$ cat src/design/command_admission_tick_batcher_macros.svh
// Assertion helpers used by catb_dp.
`ifndef COMMAND_ADMISSION_TICK_BATCHER_MACROS_SVH
`define COMMAND_ADMISSION_TICK_BATCHER_MACROS_SVH

// Same-cycle implication, sampled on i_clk, off during reset.
`define CATB_ASSERT_IMP(lbl, ante, cons) \
    lbl: assert property (@(posedge i_clk) disable iff (!i_rst_n) (ante) |-> (cons)) \
        else $error("catb assertion failed");

// Next-cycle implication.
`define CATB_ASSERT_NXT(lbl, ante, cons) \
    lbl: assert property (@(posedge i_clk) disable iff (!i_rst_n) (ante) |=> (cons)) \
        else $error("catb assertion failed");

`endif

$ cat src/design/catb_pkg.sv
package catb_pkg;

    localparam int Q_DEPTH   = 32;
    localparam int Q_AW      = $clog2(Q_DEPTH);
    localparam int Q_FW      = $clog2(Q_DEPTH + 1);
    localparam int MAX_TICKS = 16;

    localparam logic [1:0] RK_STATUS = 2'd0;
    localparam logic [1:0] RK_CMD    = 2'd1;
    localparam logic [1:0] RK_EMPTY  = 2'd2;
    localparam logic [1:0] RK_END    = 2'd3;

    localparam logic [1:0] ST_OK     = 2'd0;
    localparam logic [1:0] ST_SESS   = 2'd1;
    localparam logic [1:0] ST_GLOBAL = 2'd2;
    localparam logic [1:0] ST_TERM   = 2'd3;

    localparam logic [2:0] FLT_NONE  = 3'd0;
    localparam logic [2:0] FLT_ORD   = 3'd4;

    localparam logic [1:0] CFG_SLIM  = 2'd0;
    localparam logic [1:0] CFG_GLIM  = 2'd1;
    localparam logic [1:0] CFG_BUD   = 2'd2;
    localparam logic [1:0] CFG_START = 2'd3;

    typedef enum logic [3:0] {
        OP_NONE,
        OP_LOAD,
        OP_SCAN,
        OP_SUB,
        OP_ADMIT,
        OP_CHECK,
        OP_PEND,
        OP_EMPTY,
        OP_NEXT,
        OP_CRD,
        OP_CMD
    } t_op;

    typedef struct packed {
        logic scan_done;
        logic fault_nz;
        logic sf_nz;
        logic ticks_zero;
        logic short_ord;
        logic t_end;
        logic inb_zero;
        logic batch_none;
        logic batch_full;
        logic out_free;
    } t_sts;

endpackage

$ cat src/design/command_admission_tick_batcher.sv
// Submit: the queue is scanned with one entry compared per cycle (one RAM read port).
// Pump: budget and ordinal check, tick loop draining the queue, end result; no ticks on early end.
// One item in flight; the next item is taken once the last result sits in the output register.
// Reset (synchronous, active low): queue empty, no fault, config registers back to defaults,
// ordinal counter at zero; queue RAM contents are not cleared.
module command_admission_tick_batcher (
    input  logic        i_clk,
    input  logic        i_rst_n,
    // configuration
    input  logic        i_cfg_we,
    input  logic [1:0]  i_cfg_index,
    input  logic [63:0] i_cfg_data,
    // input items
    input  logic        i_in_valid,
    output logic        o_in_stall,
    input  logic        i_kind,
    input  logic [31:0] i_session_id,
    input  logic [31:0] i_session_generation,
    input  logic [31:0] i_command_tag,
    input  logic [4:0]  i_tick_count,
    input  logic [63:0] i_first_tick,
    input  logic [1:0]  i_scheduler_fault,
    input  logic [63:0] i_tick_lag,
    // result items
    output logic        o_out_valid,
    input  logic        i_out_stall,
    output logic [1:0]  o_result_kind,
    output logic [1:0]  o_submit_status,
    output logic [63:0] o_tick_value,
    output logic [63:0] o_ordinal,
    output logic [31:0] o_out_session,
    output logic [31:0] o_out_generation,
    output logic [31:0] o_out_tag,
    output logic [2:0]  o_pump_fault,
    output logic [63:0] o_lag_out,
    output logic        o_last
);
    import catb_pkg::*;

    // controller sequences; datapath holds queue, ordinals, fault latch, output register
    t_op  op;
    t_sts sts;

    catb_ctrl u_ctrl (
        .i_clk      (i_clk),
        .i_rst_n    (i_rst_n),
        .i_in_valid (i_in_valid),
        .i_kind     (i_kind),
        .o_in_stall (o_in_stall),
        .i_sts      (sts),
        .o_op       (op)
    );

    catb_dp u_dp (
        .i_clk                (i_clk),
        .i_rst_n              (i_rst_n),
        .i_op                 (op),
        .o_sts                (sts),
        .i_cfg_we             (i_cfg_we),
        .i_cfg_index          (i_cfg_index),
        .i_cfg_data           (i_cfg_data),
        .i_session_id         (i_session_id),
        .i_session_generation (i_session_generation),
        .i_command_tag        (i_command_tag),
        .i_tick_count         (i_tick_count),
        .i_first_tick         (i_first_tick),
        .i_scheduler_fault    (i_scheduler_fault),
        .i_tick_lag           (i_tick_lag),
        .i_out_stall          (i_out_stall),
        .o_out_valid          (o_out_valid),
        .o_result_kind        (o_result_kind),
        .o_submit_status      (o_submit_status),
        .o_tick_value         (o_tick_value),
        .o_ordinal            (o_ordinal),
        .o_out_session        (o_out_session),
        .o_out_generation     (o_out_generation),
        .o_out_tag            (o_out_tag),
        .o_pump_fault         (o_pump_fault),
        .o_lag_out            (o_lag_out),
        .o_last               (o_last)
    );
endmodule

$ cat src/design/catb_ram.sv
module catb_ram #(
    parameter int WIDTH = 96,
    parameter int DEPTH = 32
) (
    input  logic                     i_clk,
    input  logic                     i_we,
    input  logic [$clog2(DEPTH)-1:0] i_waddr,
    input  logic [WIDTH-1:0]         i_wdata,
    input  logic                     i_re,
    input  logic [$clog2(DEPTH)-1:0] i_raddr,
    output logic [WIDTH-1:0]         o_rdata
);
    logic [WIDTH-1:0] r_mem [DEPTH];
    logic [WIDTH-1:0] r_rdata;

    always_ff @(posedge i_clk) begin
        if (i_we) begin
            r_mem[i_waddr] <= i_wdata;
        end
        if (i_re) begin
            r_rdata <= r_mem[i_raddr];
        end
    end

    assign o_rdata = r_rdata;
endmodule

$ cat src/design/catb_dp.sv
module catb_dp (
    input  logic                 i_clk,
    input  logic                 i_rst_n,
    input  catb_pkg::t_op        i_op,
    output catb_pkg::t_sts       o_sts,
    input  logic                 i_cfg_we,
    input  logic [1:0]           i_cfg_index,
    input  logic [63:0]          i_cfg_data,
    input  logic [31:0]          i_session_id,
    input  logic [31:0]          i_session_generation,
    input  logic [31:0]          i_command_tag,
    input  logic [4:0]           i_tick_count,
    input  logic [63:0]          i_first_tick,
    input  logic [1:0]           i_scheduler_fault,
    input  logic [63:0]          i_tick_lag,
    input  logic                 i_out_stall,
    output logic                 o_out_valid,
    output logic [1:0]           o_result_kind,
    output logic [1:0]           o_submit_status,
    output logic [63:0]          o_tick_value,
    output logic [63:0]          o_ordinal,
    output logic [31:0]          o_out_session,
    output logic [31:0]          o_out_generation,
    output logic [31:0]          o_out_tag,
    output logic [2:0]           o_pump_fault,
    output logic [63:0]          o_lag_out,
    output logic                 o_last
);
    import catb_pkg::*;
    `include "command_admission_tick_batcher_macros.svh"

    logic [5:0]      r_slim, r_glim, r_bud;
    logic [63:0]     r_next;
    logic            r_gone;
    logic [2:0]      r_fault;
    logic [Q_AW-1:0] r_head;
    logic [Q_FW-1:0] r_fill;
    logic [31:0]     r_sid, r_gen, r_tag;
    logic [4:0]      r_ticks;
    logic [63:0]     r_tv;
    logic [1:0]      r_sf;
    logic [63:0]     r_lag;
    logic [Q_FW-1:0] r_idx, r_cnt, r_adm, r_done;
    logic            r_pend, r_short;
    logic [4:0]      r_t;
    logic [5:0]      r_inb;

    logic            r_ov;
    logic [1:0]      r_okind, r_ostat;
    logic [63:0]     r_otick, r_oord, r_olag;
    logic [31:0]     r_osess, r_ogen, r_otag;
    logic [2:0]      r_ofault;
    logic            r_olast;

    logic            ram_we, ram_re;
    logic [Q_AW-1:0] ram_waddr, ram_raddr;
    logic [95:0]     ram_rdata;
    logic [10:0]     budget_total;
    logic            out_free, term, match, load_out;
    logic [1:0]      sub_stat;

    assign out_free     = !r_ov || !i_out_stall;
    assign term         = (r_fault != FLT_NONE) || r_gone;
    assign match        = (ram_rdata[95:64] == r_sid) && (ram_rdata[63:32] == r_gen);
    assign budget_total = 11'(r_ticks) * 11'(r_bud);

    always_comb begin
        if (term) begin
            sub_stat = ST_TERM;
        end else if (r_cnt >= Q_FW'(r_slim) || 6'(r_cnt) >= r_slim) begin
            sub_stat = ST_SESS;
        end else if (6'(r_fill) >= r_glim || r_fill >= Q_FW'(Q_DEPTH)) begin
            sub_stat = ST_GLOBAL;
        end else begin
            sub_stat = ST_OK;
        end
    end

    assign ram_we    = (i_op == OP_SUB) && (sub_stat == ST_OK);
    assign ram_waddr = r_head + r_fill[Q_AW-1:0];
    assign ram_re    = (i_op == OP_SCAN) || (i_op == OP_CRD);
    assign ram_raddr = (i_op == OP_CRD) ? r_head : r_head + r_idx[Q_AW-1:0];

    catb_ram #(.WIDTH(96), .DEPTH(Q_DEPTH)) u_ram (
        .i_clk   (i_clk),
        .i_we    (ram_we),
        .i_waddr (ram_waddr),
        .i_wdata ({r_sid, r_gen, r_tag}),
        .i_re    (ram_re),
        .i_raddr (ram_raddr),
        .o_rdata (ram_rdata)
    );

    assign load_out = (i_op == OP_SUB) || (i_op == OP_PEND) || (i_op == OP_EMPTY)
                   || (i_op == OP_CMD);

    always_ff @(posedge i_clk) begin
        if (!i_rst_n) begin
            r_slim  <= 6'd8;
            r_glim  <= 6'd32;
            r_bud   <= 6'd4;
            r_next  <= '0;
            r_gone  <= 1'b0;
            r_fault <= FLT_NONE;
            r_head  <= '0;
            r_fill  <= '0;
            r_pend  <= 1'b0;
            r_ov    <= 1'b0;
        end else begin
            if (i_cfg_we) begin
                unique case (i_cfg_index)
                    CFG_SLIM:  r_slim <= i_cfg_data[5:0];
                    CFG_GLIM:  r_glim <= i_cfg_data[5:0];
                    CFG_BUD:   r_bud  <= i_cfg_data[5:0];
                    CFG_START: begin
                        r_next <= i_cfg_data;
                        r_gone <= 1'b0;
                    end
                    default: ;
                endcase
            end
            if (!r_ov || !i_out_stall) begin
                r_ov <= 1'b0;
            end
            if (load_out) begin
                r_ov     <= 1'b1;
                r_ostat  <= ST_OK;
                r_otick  <= '0;
                r_oord   <= '0;
                r_osess  <= '0;
                r_ogen   <= '0;
                r_otag   <= '0;
                r_ofault <= FLT_NONE;
                r_olag   <= '0;
                r_olast  <= 1'b0;
            end
            case (i_op)
                OP_LOAD: begin
                    r_sid   <= i_session_id;
                    r_gen   <= i_session_generation;
                    r_tag   <= i_command_tag;
                    r_ticks <= (i_tick_count > 5'(MAX_TICKS)) ? 5'(MAX_TICKS) : i_tick_count;
                    r_tv    <= i_first_tick;
                    r_sf    <= i_scheduler_fault;
                    r_lag   <= i_tick_lag;
                    r_idx   <= '0;
                    r_cnt   <= '0;
                    r_pend  <= 1'b0;
                    r_t     <= '0;
                    r_done  <= '0;
                    r_inb   <= '0;
                end
                OP_SCAN: begin
                    if (r_pend && match) begin
                        r_cnt <= r_cnt + 1'b1;
                    end
                    if (r_idx < r_fill) begin
                        r_idx  <= r_idx + 1'b1;
                        r_pend <= 1'b1;
                    end else begin
                        r_pend <= 1'b0;
                    end
                end
                OP_SUB: begin
                    if (term && r_fault == FLT_NONE) begin
                        r_fault <= FLT_ORD;
                    end
                    if (sub_stat == ST_OK) begin
                        r_fill <= r_fill + 1'b1;
                    end
                    r_okind <= RK_STATUS;
                    r_ostat <= sub_stat;
                    r_olast <= 1'b1;
                end
                OP_ADMIT: begin
                    r_adm <= (11'(r_fill) < budget_total) ? r_fill : budget_total[Q_FW-1:0];
                end
                OP_CHECK: begin
                    r_short <= (r_adm != '0) && (r_gone ||
                               ((r_next != '0) && (64'(r_adm - 1'b1) > ~r_next)));
                end
                OP_PEND: begin
                    r_okind <= RK_END;
                    r_olast <= 1'b1;
                    if (r_fault != FLT_NONE) begin
                        r_ofault <= r_fault;
                    end else if (r_sf != 2'd0) begin
                        r_fault  <= {1'b0, r_sf};
                        r_ofault <= {1'b0, r_sf};
                        r_olag   <= r_lag;
                    end else if (r_ticks != '0 && r_short) begin
                        r_fault  <= FLT_ORD;
                        r_ofault <= FLT_ORD;
                        r_olag   <= r_lag;
                    end else begin
                        r_olag   <= r_lag;
                    end
                end
                OP_EMPTY: begin
                    r_okind <= RK_EMPTY;
                    r_otick <= r_tv;
                    r_t     <= r_t + 1'b1;
                    r_tv    <= r_tv + 64'd1;
                    r_inb   <= '0;
                end
                OP_NEXT: begin
                    r_t   <= r_t + 1'b1;
                    r_tv  <= r_tv + 64'd1;
                    r_inb <= '0;
                end
                OP_CMD: begin
                    r_okind <= RK_CMD;
                    r_otick <= r_tv;
                    r_oord  <= r_next;
                    r_osess <= ram_rdata[95:64];
                    r_ogen  <= ram_rdata[63:32];
                    r_otag  <= ram_rdata[31:0];
                    if (r_next == '1) begin
                        r_gone <= 1'b1;
                    end
                    r_next <= r_next + 64'd1;
                    r_head <= r_head + 1'b1;
                    r_fill <= r_fill - 1'b1;
                    r_done <= r_done + 1'b1;
                    r_inb  <= r_inb + 1'b1;
                end
                default: ;
            endcase
        end
    end

    always_comb begin
        o_sts.scan_done  = (r_idx >= r_fill) && !r_pend;
        o_sts.fault_nz   = (r_fault != FLT_NONE);
        o_sts.sf_nz      = (r_sf != 2'd0);
        o_sts.ticks_zero = (r_ticks == '0);
        o_sts.short_ord  = r_short;
        o_sts.t_end      = (r_t == r_ticks);
        o_sts.inb_zero   = (r_inb == '0);
        o_sts.batch_none = (r_done == r_adm) || (r_bud == '0);
        o_sts.batch_full = (r_inb == r_bud) || (r_done == r_adm);
        o_sts.out_free   = out_free;
    end

    assign o_out_valid      = r_ov;
    assign o_result_kind    = r_okind;
    assign o_submit_status  = r_ostat;
    assign o_tick_value     = r_otick;
    assign o_ordinal        = r_oord;
    assign o_out_session    = r_osess;
    assign o_out_generation = r_ogen;
    assign o_out_tag        = r_otag;
    assign o_pump_fault     = r_ofault;
    assign o_lag_out        = r_olag;
    assign o_last           = r_olast;

    `CATB_ASSERT_IMP(a_fill_bound, 1'b1, r_fill <= Q_FW'(Q_DEPTH))
    `CATB_ASSERT_IMP(a_cmd_nonempty, i_op == OP_CMD, r_fill != '0 && r_done < r_adm)
    `CATB_ASSERT_IMP(a_emit_free, load_out, out_free)
    `CATB_ASSERT_NXT(a_cmd_not_last, i_op == OP_CMD, r_ov && !r_olast)
endmodule

$ cat src/design/catb_ctrl.sv
module catb_ctrl (
    input  logic           i_clk,
    input  logic           i_rst_n,
    input  logic           i_in_valid,
    input  logic           i_kind,
    output logic           o_in_stall,
    input  catb_pkg::t_sts i_sts,
    output catb_pkg::t_op  o_op
);
    import catb_pkg::*;

    typedef enum logic [3:0] {
        S_IDLE, S_SCAN, S_SUB, S_ADMIT, S_CHECK, S_PDEC, S_PEND, S_TICK, S_CRD, S_CMD
    } t_state;

    t_state r_state, n_state;
    t_op    op;

    always_comb begin
        n_state = r_state;
        op      = OP_NONE;
        unique case (r_state)
            S_IDLE: begin
                if (i_in_valid) begin
                    op      = OP_LOAD;
                    n_state = i_kind ? S_ADMIT : S_SCAN;
                end
            end
            S_SCAN: begin
                if (i_sts.scan_done) begin
                    n_state = S_SUB;
                end else begin
                    op = OP_SCAN;
                end
            end
            S_SUB: begin
                if (i_sts.out_free) begin
                    op      = OP_SUB;
                    n_state = S_IDLE;
                end
            end
            S_ADMIT: begin
                op      = OP_ADMIT;
                n_state = S_CHECK;
            end
            S_CHECK: begin
                op      = OP_CHECK;
                n_state = S_PDEC;
            end
            S_PDEC: begin
                if (i_sts.fault_nz || i_sts.sf_nz || i_sts.ticks_zero || i_sts.short_ord) begin
                    n_state = S_PEND;
                end else begin
                    n_state = S_TICK;
                end
            end
            S_PEND: begin
                if (i_sts.out_free) begin
                    op      = OP_PEND;
                    n_state = S_IDLE;
                end
            end
            S_TICK: begin
                if (i_sts.t_end) begin
                    n_state = S_PEND;
                end else if (i_sts.inb_zero && i_sts.batch_none) begin
                    if (i_sts.out_free) begin
                        op = OP_EMPTY;
                    end
                end else if (!i_sts.inb_zero && i_sts.batch_full) begin
                    op = OP_NEXT;
                end else begin
                    n_state = S_CRD;
                end
            end
            S_CRD: begin
                op      = OP_CRD;
                n_state = S_CMD;
            end
            S_CMD: begin
                if (i_sts.out_free) begin
                    op      = OP_CMD;
                    n_state = S_TICK;
                end
            end
            default: n_state = S_IDLE;
        endcase
    end

    always_ff @(posedge i_clk) begin
        if (!i_rst_n) begin
            r_state <= S_IDLE;
        end else begin
            r_state <= n_state;
        end
    end

    assign o_op       = op;
    assign o_in_stall = (r_state != S_IDLE);
endmodule
$ cat config.mk
export PLATFORM = sky130hd
export DESIGN_NAME = command_admission_tick_batcher
export DESIGN_NICKNAME = d
export VERILOG_FILES = /design/src/design/catb_pkg.sv /design/src/design/command_admission_tick_batcher.sv /design/src/design/catb_ram.sv /design/src/design/catb_dp.sv /design/src/design/catb_ctrl.sv
export VERILOG_INCLUDE_DIRS = /design/src /design/src/design
export SDC_FILE = /design/constraint.sdc
export NUM_CORES = 2
export LEC_CHECK = 0
export BUFFER_PORTS_ARGS = -buffer_cell sky130_fd_sc_hd__buf_2
export CORE_MARGIN = 8
export CORE_UTILIZATION = 35
export CTS_CLUSTER_DIAMETER = 200
export CTS_CLUSTER_SIZE = 24
export DETAILED_ROUTE_END_ITERATION = 12
export PLACE_DENSITY_LB_ADDON = 0.2
export SYNTH_ARGS = -nofsm -noshare
export SYNTH_HDL_FRONTEND = slang
export SYNTH_SLANG_ARGS = --single-unit
$ cat constraint.sdc
create_clock -name i_clk -period 18.4 [get_ports i_clk]
set_input_delay 1.84 -clock i_clk [delete_from_list [all_inputs] [get_ports i_clk]]
set_output_delay 1.84 -clock i_clk [all_outputs]
set_load 0.02 [all_outputs]
==> impl_results.md <==
* Cts bufs inserted at 183
* Number of global-route vias before repair at 93,800
* Syn avg cell area at 14.2 um2
* Die Area at 0.462 mm2
* Slew Limit Headroom at 14.1%
* Finished Cell Area at 0.169 mm2
* CP Capture Type: flop
* Final hold vios at 0
* Post-synthesis async set-or-reset flop share at 0%
* Largest family of logic cells by synthesized area: simple AND/OR/NAND/NOR gates
* Synthesis-stage register bit count at 3,834
* Crit Reg-Reg Startpoint: u_ctrl.r_state[3]$_SDFFE_PN0P_
* DRT iter0 DRCs at 11,000
* Post-CTS Setup Repair Bufs at 0
* DRT antenna net count at 0
* Mapped Cells at 10,800
* CTS tree: done
* Core Footprint at 0.438 mm2
* Syn. warnings at 0
* DIE WIDTH at 679 um
* CTS Buffer Depth at 4
* Final min period at 7.33 ns
* Maximum level of the CTS H-tree at 4
* Startpoint Class: flop
* Crit Path Class: reg2reg
* Post-synthesis xor/xnor area fraction at 0.972%
* Standard-cell rows at 243
* Layout cell share with drive strength beyond 1 at 10.4%
* Setup slack, reg-to-reg at 11.07 ns
* HPWL Detailed at 271,000 um
* Tcrit/Tclk final at 39.8%
* Commonest non-fill, non-tap cell in the layout: edfxtp_1
* Final hold slack at 0.524 ns
* MaxCap Viol Count at 0
* Crit-path max FO at 75
* Avg WL per Cell at 29.6 um
* Routability congestion estimate from global placement at 0.831
* Sequential cell area fraction in the yosys report at 74.1%
* Layout Nets at 11,600
* Power per Cell Area at 97.3 mW/mm2
* GRT Util Overall at 20.9%
* Worst skew pair latency at 0.98 ns
* Adder-Cell Fraction of Synth Area at 1.24%
* Area growth from synthesis to layout at 9.62%
* Worst VDD drop at 0.0804 mV
* Resize count post-CTS at 0
* Top FF cell, synth: edfxtp_1
* Worst Hold Depth at 2
* Max Clk Rate at 136 MHz
* Worst slew pin tran at 1.29 ns
* Clock-pin slew on the worst setup and hold paths at 0.12 ns
* Arr. time, crit path at 8.11 ns
* Register-to-Register Path Depth at 12
* Lkg Pwr at 56.8 nW
* Initial antenna violation count at 38
* Largest net degree at the start of global routing at 141
* HP Start: u_dp.r_glim[0]$_SDFFE_PN0P_
* Sink Count at 3,834
* RSZ-0062 raised after global routing: false
* Critical path required time at 19.18 ns
* DIE HEIGHT at 679 um
* Routed WL at 507,000 um
* Syn nets at 11,300
* Setup_tns at 0 ns
* Synth Area in Simple Gates at 10.1%
* Min-Delay Path Class: reg2reg
* Hold path endpoint: u_dp.r_glim[0]$_SDFFE_PN0P_
* Status: completed
* Post-synth EDFFs at 3,731
* Synth Area in Compound Gates at 7.66%
* Detailed-route via count at 95,800
* Gr ovfl total at 0
* Vias per std cell at 5.60
* Drc violations at 0
* I/O pins at 601
* Global-route wire length before repair at 709,000 um
* Final Util at 38.5%
* Number of distinct library cells after synthesis at 80
* Reg-to-reg endpoint: u_dp.u_ram.o_rdata[50]$_DFFE_PP_
* Pins Over Slew Limit at 0
* Setup violations, final at 0
* Post-synthesis mux area share at 3.76%
* Overall Power at 16.4 mW
* TritonRoute pass-1 iters at 6
* Post-DP Area at 0.164 mm2
* CTS Hold Bufs at 0
* CTS root buffer: clkbuf_16
* Commonest cells after routing, fill and taps aside: edfxtp_1 (3,731), nand2_1 (1,825), a21oi_1 (930), nand3_1 (748), buf_2 (599)
* Starting density of the core at 35.2%
* Clock skew at 0.0581 ns
* PortBufs at 600
* Syn Std Cell Area at 0.154 mm2
[layout make-up]
| type | instances | area, um2 |
|---|---|---|
| clock inverters | 14 | 179 |
| inverters | 84 | 317 |
| fillers | 40800 | 269000 |
| clock buffers | 205 | 4680 |
| multi-input cells | 6220 | 37000 |
| flip-flops and latches | 3834 | 114000 |
| well taps | 5880 | 7360 |
| diodes | 23 | 57.6 |
| repair buffers | 849 | 5150 |
[registers in the layout (all words and copies together), names as in the netlist, 64 cells and up]
signal	flops
u_dp.r_lag	64
u_dp.u_ram.r_mem	3072
u_dp.u_ram.o_rdata	96
u_dp.o_lag_out	64
u_dp.r_tv	64
u_dp.r_next	64
u_dp.o_tick_value	64
u_dp.o_ordinal	64
[worst max path at each step]
stage,from,end,slack (ns),cells after the start
final,u_ctrl.r_state[3]$_SDFFE_PN0P_,u_dp.u_ram.o_rdata[50]$_DFFE_PP_,11.07,12
after floorplan,i_out_stall,u_dp.o_ordinal[0]$_SDFFCE_PP0P_,7.84,9
after detailed placement,i_out_stall,u_dp.o_out_tag[7]$_SDFFCE_PP0P_,10.42,12
after global routing,u_ctrl.r_state[1]$_SDFFE_PN0P_,u_dp.u_ram.o_rdata[50]$_DFFE_PP_,10.76,12
after CTS,u_ctrl.r_state[3]$_SDFFE_PN0P_,u_dp.u_ram.o_rdata[50]$_DFFE_PP_,11.15,12
after global placement,i_out_stall,u_dp.o_out_tag[7]$_SDFFCE_PP0P_,10.52,12
[per-stage QoR]
step	worst slack, ns	instances
detailed placement	10.42	16900
global route	10.76	17100
finish	11.07	17100
CTS	11.15	17100
global placement	10.52	16900
floorplan	7.84	10800
[cell families after synthesis]
kind of cell,count (synthesis)
compound gates,1904
xor+xnor,171
fa+ha+maj,144
buf+inv,768
flops,3834
mux,547
simple gates,3454
[critical path, cell delays in order, from the launching register on]
cell	delay [ns]
dfxtp_1	0.64
or4b_1	0.89
mux2i_4	0.27
buf_4	0.79
buf_4	0.90
buf_4	0.79
buf_4	0.58
buf_4	0.78
mux2i_1	0.20
mux2i_1	0.19
o22ai_1	0.11
or4_1	0.58
nand3_1	0.11
[layer usage]
layer  track usage [%]  up-vias  routed length [um]
li1                  -    41500                   -
met1              29.0    49600              214000
met2              34.8     4044              240000
met3              2.54      610               36100
met4              6.13       10               16600
met5                 0        -                  64
[power by group]
group          internal [mW]  switching, mW  total [mW]  leakage [nW]
registers               9.85          0.200        10.1          34.6
clock network           1.83           2.75        4.58          2.38
logic                  0.520           1.29        1.81          19.9
[cell usage after synthesis (all sizes together) (86+ instances only)]
master / instances / share of area [%]
edfxtp: 3731 / 73
nand2: 1827 / 4.5
a21oi: 930 / 3.0
nand3: 748 / 2.4
mux2i: 507 / 3.3
clkbuf: 423 / 1.0
a221oi: 315 / 1.8
nor2: 282 / 0.69
buf: 261 / 0.98
o21ai: 208 / 0.68
and3: 183 / 0.74
ha: 129 / 1.0
dfxtp: 103 / 1.3
xnor2: 86 / 0.49
Power figures use the tool's default switching activity.
